### src/iirdf1_pkg.sv
// Shared types, constants and the microcode program of the direct form I IIR filter.
package iirdf1_pkg;

    // Field and arithmetic widths.
    localparam int SAMPLE_W       = 16;
    localparam int COEF_W         = 18;
    localparam int COEF_FRAC_BITS = 14;
    localparam int ORDER          = 3;
    localparam int NUM_REGS       = 7;
    localparam int REG_IDX_W      = $clog2(NUM_REGS);
    localparam int PROD_W         = COEF_W + SAMPLE_W;
    // Seven products need three guard bits; one more keeps the rounding add safe.
    localparam int ACC_W          = PROD_W + 4;
    localparam int SHIFT_W        = ACC_W - COEF_FRAC_BITS;
    localparam int STEP_W         = 4;

    // Coefficient reset value: 1.0 for the current-input tap.
    localparam logic [COEF_W-1:0] COEF_ONE   = COEF_W'(1) << COEF_FRAC_BITS;
    // Half an output LSB, used for round half up.
    localparam logic [ACC_W-1:0]  ROUND_HALF = ACC_W'(1) << (COEF_FRAC_BITS - 1);

    // Coefficient register indexes.
    localparam logic [REG_IDX_W-1:0] REG_FF0 = REG_IDX_W'(0);
    localparam logic [REG_IDX_W-1:0] REG_FF1 = REG_IDX_W'(1);
    localparam logic [REG_IDX_W-1:0] REG_FF2 = REG_IDX_W'(2);
    localparam logic [REG_IDX_W-1:0] REG_FF3 = REG_IDX_W'(3);
    localparam logic [REG_IDX_W-1:0] REG_FB1 = REG_IDX_W'(4);
    localparam logic [REG_IDX_W-1:0] REG_FB2 = REG_IDX_W'(5);
    localparam logic [REG_IDX_W-1:0] REG_FB3 = REG_IDX_W'(6);

    // Multiplier data operand source.
    typedef enum logic [2:0] {
        SRC_X,
        SRC_XH0,
        SRC_XH1,
        SRC_XH2,
        SRC_YH0,
        SRC_YH1,
        SRC_YH2
    } t_src;

    // What the accumulator does with the product registered in the previous step.
    typedef enum logic [1:0] {
        ACC_NOP,
        ACC_LOAD,
        ACC_ADD,
        ACC_SUB
    } t_acc_op;

    // Sequencing of a step: go on to the next one, or wait for a free output and end.
    typedef enum logic {
        JMP_NEXT,
        JMP_WAIT_OUT
    } t_jmp;

    // Sequencer state.
    typedef enum logic {
        SEQ_IDLE,
        SEQ_RUN
    } t_seq_state;

    // One microcode word.
    typedef struct packed {
        logic [REG_IDX_W-1:0] coef_sel;
        t_src                 src;
        t_acc_op              acc;
        logic                 wb;
        t_jmp                 jmp;
    } t_uword;

    // Control from the sequencer to the datapath for the current cycle.
    typedef struct packed {
        logic                 load_x;
        logic [REG_IDX_W-1:0] coef_sel;
        t_src                 src;
        t_acc_op              acc;
        logic                 wb;
    } t_ctrl;

    // Accumulate a product only when its tap lies within the filter order.
    function automatic t_acc_op tap_op(input int tap, input t_acc_op op);
        return (tap <= ORDER) ? op : ACC_NOP;
    endfunction

    // The program: each step issues one multiply and folds in the product of
    // the step before. Feedback products are subtracted.
    function automatic t_uword ucode(input logic [STEP_W-1:0] step);
        t_uword w;
        w.coef_sel = REG_FF0;
        w.src      = SRC_X;
        w.acc      = ACC_NOP;
        w.wb       = 1'b0;
        w.jmp      = JMP_NEXT;
        case (step)
            STEP_W'(0): begin
                w.coef_sel = REG_FF0;
                w.src      = SRC_X;
            end
            STEP_W'(1): begin
                w.coef_sel = REG_FF1;
                w.src      = SRC_XH0;
                w.acc      = ACC_LOAD;
            end
            STEP_W'(2): begin
                w.coef_sel = REG_FB1;
                w.src      = SRC_YH0;
                w.acc      = tap_op(1, ACC_ADD);
            end
            STEP_W'(3): begin
                w.coef_sel = REG_FF2;
                w.src      = SRC_XH1;
                w.acc      = tap_op(1, ACC_SUB);
            end
            STEP_W'(4): begin
                w.coef_sel = REG_FB2;
                w.src      = SRC_YH1;
                w.acc      = tap_op(2, ACC_ADD);
            end
            STEP_W'(5): begin
                w.coef_sel = REG_FF3;
                w.src      = SRC_XH2;
                w.acc      = tap_op(2, ACC_SUB);
            end
            STEP_W'(6): begin
                w.coef_sel = REG_FB3;
                w.src      = SRC_YH2;
                w.acc      = tap_op(3, ACC_ADD);
            end
            STEP_W'(7): begin
                w.acc      = tap_op(3, ACC_SUB);
            end
            STEP_W'(8): begin
                w.wb       = 1'b1;
                w.jmp      = JMP_WAIT_OUT;
            end
            default: begin
                w.jmp      = JMP_NEXT;
            end
        endcase
        return w;
    endfunction

endpackage

### src/iirdf1_seq.sv
// Microcode sequencer: step counter, program table and end-of-program jump.
module iirdf1_seq (
    input  logic                i_clk,
    input  logic                i_rst_n,
    input  logic                i_start,
    input  logic                i_out_free,
    output logic                o_busy,
    output iirdf1_pkg::t_ctrl   o_ctrl
);
    import iirdf1_pkg::*;

    t_seq_state        r_state;
    t_seq_state        n_state;
    logic [STEP_W-1:0] r_step;
    logic [STEP_W-1:0] n_step;
    t_uword            word;

    assign word   = ucode(r_step);
    assign o_busy = (r_state == SEQ_RUN);

    // State and step counter.
    always_ff @(posedge i_clk) begin
        if (!i_rst_n) begin
            r_state <= SEQ_IDLE;
            r_step  <= '0;
        end else begin
            r_state <= n_state;
            r_step  <= n_step;
        end
    end

    // Decode the current word into datapath control and pick the next step.
    always_comb begin
        n_state         = r_state;
        n_step          = r_step;
        o_ctrl.load_x   = 1'b0;
        o_ctrl.coef_sel = REG_FF0;
        o_ctrl.src      = SRC_X;
        o_ctrl.acc      = ACC_NOP;
        o_ctrl.wb       = 1'b0;
        unique case (r_state)
            SEQ_IDLE: begin
                if (i_start) begin
                    o_ctrl.load_x = 1'b1;
                    n_state       = SEQ_RUN;
                    n_step        = '0;
                end
            end
            SEQ_RUN: begin
                o_ctrl.coef_sel = word.coef_sel;
                o_ctrl.src      = word.src;
                o_ctrl.acc      = word.acc;
                unique case (word.jmp)
                    JMP_NEXT: begin
                        n_step = r_step + STEP_W'(1);
                    end
                    JMP_WAIT_OUT: begin
                        // Hold on this step until the output register can take the result.
                        if (i_out_free) begin
                            o_ctrl.wb = word.wb;
                            n_state   = SEQ_IDLE;
                            n_step    = '0;
                        end
                    end
                    default: begin
                        n_step = r_step;
                    end
                endcase
            end
            default: begin
                n_state = SEQ_IDLE;
            end
        endcase
    end

endmodule

### src/iirdf1_datapath.sv
// Datapath: coefficient registers, histories, shared multiplier, accumulator, round and saturate.
module iirdf1_datapath (
    input  logic                                   i_clk,
    input  logic                                   i_rst_n,
    input  iirdf1_pkg::t_ctrl                      i_ctrl,
    input  logic signed [iirdf1_pkg::SAMPLE_W-1:0] i_sample,
    input  logic                                   i_cfg_we,
    input  logic [iirdf1_pkg::REG_IDX_W-1:0]       i_cfg_index,
    input  logic [iirdf1_pkg::COEF_W-1:0]          i_cfg_data,
    output logic signed [iirdf1_pkg::SAMPLE_W-1:0] o_result,
    output logic                                   o_clipped
);
    import iirdf1_pkg::*;

    logic signed [COEF_W-1:0]   r_coef [NUM_REGS];
    logic signed [SAMPLE_W-1:0] r_x;
    logic signed [SAMPLE_W-1:0] r_xh [3];
    logic signed [SAMPLE_W-1:0] r_yh [3];
    logic signed [PROD_W-1:0]   r_prod;
    logic signed [ACC_W-1:0]    r_acc;
    logic signed [COEF_W-1:0]   coef_op;
    logic signed [SAMPLE_W-1:0] data_op;
    logic signed [ACC_W-1:0]    prod_ext;
    logic signed [ACC_W-1:0]    rounded;
    logic signed [SHIFT_W-1:0]  shifted;
    logic [SHIFT_W-SAMPLE_W:0]  top_bits;

    // Coefficient registers; writes past the last register are dropped.
    always_ff @(posedge i_clk) begin
        if (!i_rst_n) begin
            for (int i = 0; i < NUM_REGS; i++) begin
                r_coef[i] <= (i == int'(REG_FF0)) ? COEF_ONE : '0;
            end
        end else if (i_cfg_we && (i_cfg_index <= REG_FB3)) begin
            r_coef[i_cfg_index] <= i_cfg_data;
        end
    end

    // Coefficient operand select.
    always_comb begin
        unique case (i_ctrl.coef_sel)
            REG_FF0: coef_op = r_coef[REG_FF0];
            REG_FF1: coef_op = r_coef[REG_FF1];
            REG_FF2: coef_op = r_coef[REG_FF2];
            REG_FF3: coef_op = r_coef[REG_FF3];
            REG_FB1: coef_op = r_coef[REG_FB1];
            REG_FB2: coef_op = r_coef[REG_FB2];
            REG_FB3: coef_op = r_coef[REG_FB3];
            default: coef_op = '0;
        endcase
    end

    // Data operand select.
    always_comb begin
        unique case (i_ctrl.src)
            SRC_X:   data_op = r_x;
            SRC_XH0: data_op = r_xh[0];
            SRC_XH1: data_op = r_xh[1];
            SRC_XH2: data_op = r_xh[2];
            SRC_YH0: data_op = r_yh[0];
            SRC_YH1: data_op = r_yh[1];
            SRC_YH2: data_op = r_yh[2];
            default: data_op = '0;
        endcase
    end

    // Current sample capture.
    always_ff @(posedge i_clk) begin
        if (i_ctrl.load_x) begin
            r_x <= i_sample;
        end
    end

    // Shared multiplier with a product register.
    always_ff @(posedge i_clk) begin
        r_prod <= coef_op * data_op;
    end

    assign prod_ext = {{(ACC_W - PROD_W){r_prod[PROD_W-1]}}, r_prod};

    // Accumulator folds in the product of the previous step.
    always_ff @(posedge i_clk) begin
        case (i_ctrl.acc)
            ACC_LOAD: r_acc <= prod_ext;
            ACC_ADD:  r_acc <= r_acc + prod_ext;
            ACC_SUB:  r_acc <= r_acc - prod_ext;
            default:  r_acc <= r_acc;
        endcase
    end

    // Round half up, then drop the fraction bits with an arithmetic shift.
    assign rounded  = r_acc + $signed(ROUND_HALF);
    assign shifted  = rounded[ACC_W-1:COEF_FRAC_BITS];
    assign top_bits = shifted[SHIFT_W-1:SAMPLE_W-1];

    // Saturate when the bits above the sample's sign bit are not a pure sign extension.
    always_comb begin
        o_clipped = !((&top_bits) || (~|top_bits));
        if (o_clipped) begin
            o_result = shifted[SHIFT_W-1] ? {1'b1, {(SAMPLE_W - 1){1'b0}}}
                                          : {1'b0, {(SAMPLE_W - 1){1'b1}}};
        end else begin
            o_result = shifted[SAMPLE_W-1:0];
        end
    end

    // Input and output histories, newest first; the saturated result is kept.
    always_ff @(posedge i_clk) begin
        if (!i_rst_n) begin
            for (int i = 0; i < 3; i++) begin
                r_xh[i] <= '0;
                r_yh[i] <= '0;
            end
        end else if (i_ctrl.wb) begin
            r_xh[2] <= r_xh[1];
            r_xh[1] <= r_xh[0];
            r_xh[0] <= r_x;
            r_yh[2] <= r_yh[1];
            r_yh[1] <= r_yh[0];
            r_yh[0] <= o_result;
        end
    end

endmodule

### src/iir_filter_direct_form_one.sv
// Top level of the third-order direct form I IIR filter with stream ports.
// One sample in gives one sample out. A sample is accepted only while the
// microcode sequencer is idle; nine program steps then drive the single shared
// 18 x 16 multiplier and the accumulator through the seven taps, and the last
// step rounds, saturates, updates the histories and loads the output register.
// A sample is taken only after the program ends; the writeback step holds while the
// output register holds an untaken result, so a downstream stall holds off the next
// sample. The user must write coefficients through the plain write port only while
// no sample is in flight; the block itself does not enforce this.
module iir_filter_direct_form_one (
    input  logic                                   i_clk,
    input  logic                                   i_rst_n,
    // Input stream; tdata: sample_in[15:0].
    input  logic                                   i_s_axis_tvalid,
    output logic                                   o_s_axis_tready,
    input  logic signed [iirdf1_pkg::SAMPLE_W-1:0] i_s_axis_tdata,
    // Output stream; tdata: sample_out[15:0]; tuser: clipped[0].
    output logic                                   o_m_axis_tvalid,
    input  logic                                   i_m_axis_tready,
    output logic signed [iirdf1_pkg::SAMPLE_W-1:0] o_m_axis_tdata,
    output logic                                   o_m_axis_tuser,
    // Coefficient write port.
    input  logic                                   i_cfg_we,
    input  logic [iirdf1_pkg::REG_IDX_W-1:0]       i_cfg_index,
    input  logic [iirdf1_pkg::COEF_W-1:0]          i_cfg_data
);
    import iirdf1_pkg::*;

    t_ctrl                      ctrl;
    logic                       busy;
    logic                       s_accept;
    logic                       out_free;
    logic signed [SAMPLE_W-1:0] result;
    logic                       clipped;
    logic                       r_out_valid;
    logic                       n_out_valid;
    logic signed [SAMPLE_W-1:0] r_out_sample;
    logic                       r_out_clip;

    assign o_s_axis_tready = !busy;
    assign s_accept        = i_s_axis_tvalid && !busy;
    assign out_free        = !r_out_valid || i_m_axis_tready;

    iirdf1_seq u_seq (
        .i_clk      (i_clk),
        .i_rst_n    (i_rst_n),
        .i_start    (s_accept),
        .i_out_free (out_free),
        .o_busy     (busy),
        .o_ctrl     (ctrl)
    );

    iirdf1_datapath u_datapath (
        .i_clk       (i_clk),
        .i_rst_n     (i_rst_n),
        .i_ctrl      (ctrl),
        .i_sample    (i_s_axis_tdata),
        .i_cfg_we    (i_cfg_we),
        .i_cfg_index (i_cfg_index),
        .i_cfg_data  (i_cfg_data),
        .o_result    (result),
        .o_clipped   (clipped)
    );

    // Output register valid flag: set on writeback, cleared when the beat is taken.
    always_comb begin
        n_out_valid = r_out_valid;
        if (ctrl.wb) begin
            n_out_valid = 1'b1;
        end else if (i_m_axis_tready) begin
            n_out_valid = 1'b0;
        end
    end

    always_ff @(posedge i_clk) begin
        if (!i_rst_n) begin
            r_out_valid <= 1'b0;
        end else begin
            r_out_valid <= n_out_valid;
        end
    end

    // Output payload.
    always_ff @(posedge i_clk) begin
        if (ctrl.wb) begin
            r_out_sample <= result;
            r_out_clip   <= clipped;
        end
    end

    assign o_m_axis_tvalid = r_out_valid;
    assign o_m_axis_tdata  = r_out_sample;
    assign o_m_axis_tuser  = r_out_clip;

`ifndef SYNTHESIS
    // An accepted sample starts the program.
    a_accept_starts: assert property (@(posedge i_clk) disable iff (!i_rst_n)
        s_accept |=> busy)
        else $error("sample accepted but sequencer did not start");

    // Writeback never overwrites a result that is not being taken.
    a_wb_no_overwrite: assert property (@(posedge i_clk) disable iff (!i_rst_n)
        ctrl.wb |-> (!r_out_valid || i_m_axis_tready))
        else $error("writeback while output register is full");

    // Writeback presents a beat on the next cycle.
    a_wb_shows_beat: assert property (@(posedge i_clk) disable iff (!i_rst_n)
        ctrl.wb |=> o_m_axis_tvalid)
        else $error("writeback did not produce an output beat");

    // A clipped beat carries a full-scale value.
    a_clip_full_scale: assert property (@(posedge i_clk) disable iff (!i_rst_n)
        (o_m_axis_tvalid && o_m_axis_tuser) |->
            (o_m_axis_tdata == 16'sh7fff || o_m_axis_tdata == -16'sh8000))
        else $error("clipped beat is not a full-scale value");
`endif

endmodule

### config.mk
export PLATFORM = sky130hd
export DESIGN_NAME = iir_filter_direct_form_one
export DESIGN_NICKNAME = d
export VERILOG_FILES = /design/src/iirdf1_pkg.sv /design/src/iirdf1_seq.sv /design/src/iirdf1_datapath.sv /design/src/iir_filter_direct_form_one.sv
export SDC_FILE = /design/constraint.sdc
export NUM_CORES = 1
export LEC_CHECK = 0
export ABC_AREA = 1
export ABC_CLOCK_PERIOD_IN_PS = 10230
export BUFFER_PORTS_ARGS = -buffer_cell sky130_fd_sc_hd__buf_2
export CELL_PAD_IN_SITES_DETAIL_PLACEMENT = 0
export CELL_PAD_IN_SITES_GLOBAL_PLACEMENT = 1
export CORE_MARGIN = 2
export CORE_UTILIZATION = 35
export DETAILED_ROUTE_END_ITERATION = 10
export MAX_ROUTING_LAYER = met4
export PLACE_DENSITY = 0.58
export SLEW_MARGIN = 40
export SYNTH_ARGS = -nofsm -noshare
export SYNTH_HDL_FRONTEND = slang
export SYNTH_SLANG_ARGS = --single-unit
### constraint.sdc
create_clock -name i_clk -period 10.23 [get_ports i_clk]
set_input_delay 1.5345 -clock i_clk [delete_from_list [all_inputs] [get_ports i_clk]]
set_output_delay 1.5345 -clock i_clk [all_outputs]
set_load 0.01 [all_outputs]
==> results.py <==
metrics = {
    "clock_network": {
        "cts_setup_buffers": 0,
        "cts_root_buf": "clkbuf_16",
        "numCtsBuffers": 43,
        "clk_latency_ps": 610,
        "h-tree-depth": 2,
        "ctsHoldBuffers": 0,
        "cts.path.max_buffers": 3,
        "cts.sinks": 333,
        "clk_pin_slew_ps": 70,
        "cts.repair.resized": 0,
        "cts_tree": "built",
    },
    "critical_path": {
        "cp_common_cell": "fa_1",
        "worstPathRequired_ps": 10730,
        "cp-end-kind": "register",
        "cp_max_fo": 29,
        "start_kind": "register",
        "worstPathArrival_ps": 9250,
        "criticalPathCategory": "register to register",
        "crit_path_max_incr_delay_ps": 690,
        "critPathSlowestCell": "inv_2",
    },
    "sta": {
        "finalWorstPathRequiredPeriod_ps": 8750,
        "max_slew_margin": 0.409,
        "worst_slew_pin_slew_ps": 885,
        "period_share": 0.856,
        "max_freq_mhz": 114,
        "finalMaxSlewViolations": 0,
        "hold_viol_final": 0,
        "fin_worst_hold_slack_ps": 526,
        "clock_skew_ps": 49.2,
        "setup_viol": 0,
        "rsz0062_at_grt": "no",
        "tns_ps": 0,
    },
    "floorplan": {
        "die_x_um": 292,
        "core_area_um2": 82100,
        "start_util": 0.353,
        "io_pins": 61,
        "dieArea_um2": 85200,
        "placementRows": 105,
        "die_h_um": 292,
    },
    "place": {
        "io_buffer_count": 60,
        "placed_area_um2": 30500,
        "routabilityCongestion": 0.948,
        "dpl.hpwl_um": 74700,
    },
    "route": {
        "wl_per_cell_um": 20.4,
        "drc_errors": 0,
        "routed_wl_um": 94300,
        "drtAntennaViolNets": 0,
        "firstDrtPassIters": 5,
        "first_iter_violations": 1421,
        "vias": 22800,
        "vias_per_cell": 4.93,
    },
    "run_status": {
        "status": "completed",
    },
    "logic_synthesis": {
        "mappedNetlistArea_um2": 29000,
        "synth-seq-cells": 333,
        "synth_most_common_cell": "inv_1",
        "syn_area_per_cell_um2": 8.37,
        "synth_top_area_cell": "edfxtp_1",
        "ys.flop_type": "edfxtp_1",
        "syn_inst": 3465,
        "synth_area_leaders": "edfxtp_1 (28%), fa_1 (20%), inv_1 (9.5%)",
        "yosys-top-cells-count": "inv_1 (735), nand2_1 (620), nor2_1 (546)",
        "synthArstFlopShare": 0,
        "synth_edf_count": 275,
        "synthesis.nets": 3927,
        "synth_cell_types": 58,
        "synth-seq-area-share": 0.325,
        "netlist.area_leader.share": 0.285,
        "yosys_warnings": 0,
    },
    "finish": {
        "final_area_um2": 31900,
        "diodes": 0,
        "nets": 3978,
        "num-fill-cells": 8472,
        "area_growth_pct": 9.98,
        "drive_above_1_share": 0.0716,
    },
    "global_route": {
        "grt_util_all_layers": 0.231,
        "grt_max_degree": 97,
        "grt_pass1_vias": 24100,
        "antenna_found_initial": 0,
        "grt_pass1_wl_um": 145000,
        "grt-ovfl-total": 0,
    },
    "min_path": {
        "hp-class": "register to register",
    },
    "flow_run": {
        "max_cap_violations": 0,
    },
}
-- kinds of logic (layout without fill, tap and decap cells) --
| logic type | count (synthesis) | count (layout) | synth area share |
|---|---|---|---|
| and+or+nand+nor | 1394 | 1394 | 0.200 |
| adders and majority gates | 420 | 420 | 0.257 |
| AOI/OAI and AO/OA | 382 | 382 | 0.0749 |
| DFF | 333 | 333 | 0.325 |
| buffers and inverters | 840 | 924 | 0.115 |
| xor gates and xnor gates | 96 | 96 | 0.0290 |
-- state kept, by name, summed over array words and instances (netlist names) --
name               count
o_m_axis_tuser         1
o_m_axis_tdata        16
u_datapath.r_xh       48
u_seq.r_step           4
u_datapath.r_prod     34
o_m_axis_tvalid        1
u_datapath.r_coef    126
u_datapath.r_x        16
u_datapath.r_acc      38
u_seq.o_busy           1
u_datapath.r_yh       48
-- routing by layer --
| metal | track usage | up-vias | wire length, um |
|---|---|---|---|
| met5 | - | - | 0 |
| met4 | 0.0669 | 0 | 2860 |
| met3 | 0.0209 | 134 | 3400 |
| met2 | 0.389 | 473 | 46100 |
| met1 | 0.297 | 11300 | 42000 |
| li1 | - | 10900 | - |
-- worst max-delay path: cells and delay by family, from the launching register on --
kind / cells / cell delay (ps)
AO/OA/AOI/OAI: 2 / 470
buffers and inverters: 8 / 1370
AND/OR/NAND/NOR: 10 / 2350
flip-flops: 1 / 430
adder cells (fa/ha/maj): 8 / 4010
-- layout make-up --
type / instances / area [um2] / area share
timing repair buffer: 83 / 500 / 0.0157
tap: 1070 / 1340 / 0.0419
clock inverter: 21 / 216 / 0.00678
inverter: 763 / 2870 / 0.0898
clock buffer: 57 / 1210 / 0.0380
sequential: 333 / 9420 / 0.295
multi-input combinational: 2292 / 16400 / 0.513
-- final timing paths --
kind | from | end | slack (ps) | depth (start not counted)
min | o_m_axis_tvalid | o_m_axis_tvalid | 530 | 2
max reg2reg | u_seq.r_step[0] | u_datapath.r_prod[32] | 1480 | 28
max | u_seq.r_step[0] | u_datapath.r_prod[32] | 1480 | 28
min reg2reg | o_m_axis_tvalid | o_m_axis_tvalid | 530 | 2
-- layout by cell type (no fill, tap or decap), types with 23 or more instances in the layout --
master / Yosys / routed
inv_1: 735 / 734
nand2_1: 620 / 610
nor2_1: 546 / 545
fa_1: 292 / 292
edfxtp_1: 275 / 275
a21oi_1: 150 / 150
o21ai_0: 132 / 130
ha_1: 128 / 128
nand3_1: 107 / 107
xor2_1: 61 / 61
buf_2: 20 / 60
dfxtp_1: 58 / 58
clkbuf_16: 0 / 45
xnor2_1: 35 / 35
nor3_1: 33 / 33
inv_2: 26 / 27
a22oi_1: 26 / 26
nand4_1: 23 / 23
-- through the flow --
step                      instances  worst slack [ps]  utilization
after floorplan                3465              1070            -
after global placement         4538              1660        0.370
after detailed placement       4541              1580        0.371
after CTS                      4619              1580        0.389
after global routing           4619               877        0.389
final                          4619              1480        0.389
Power is left out: the tool's default activity adds up to more than one toggle a clock period on the data nets, which glitch-free logic cannot reach.
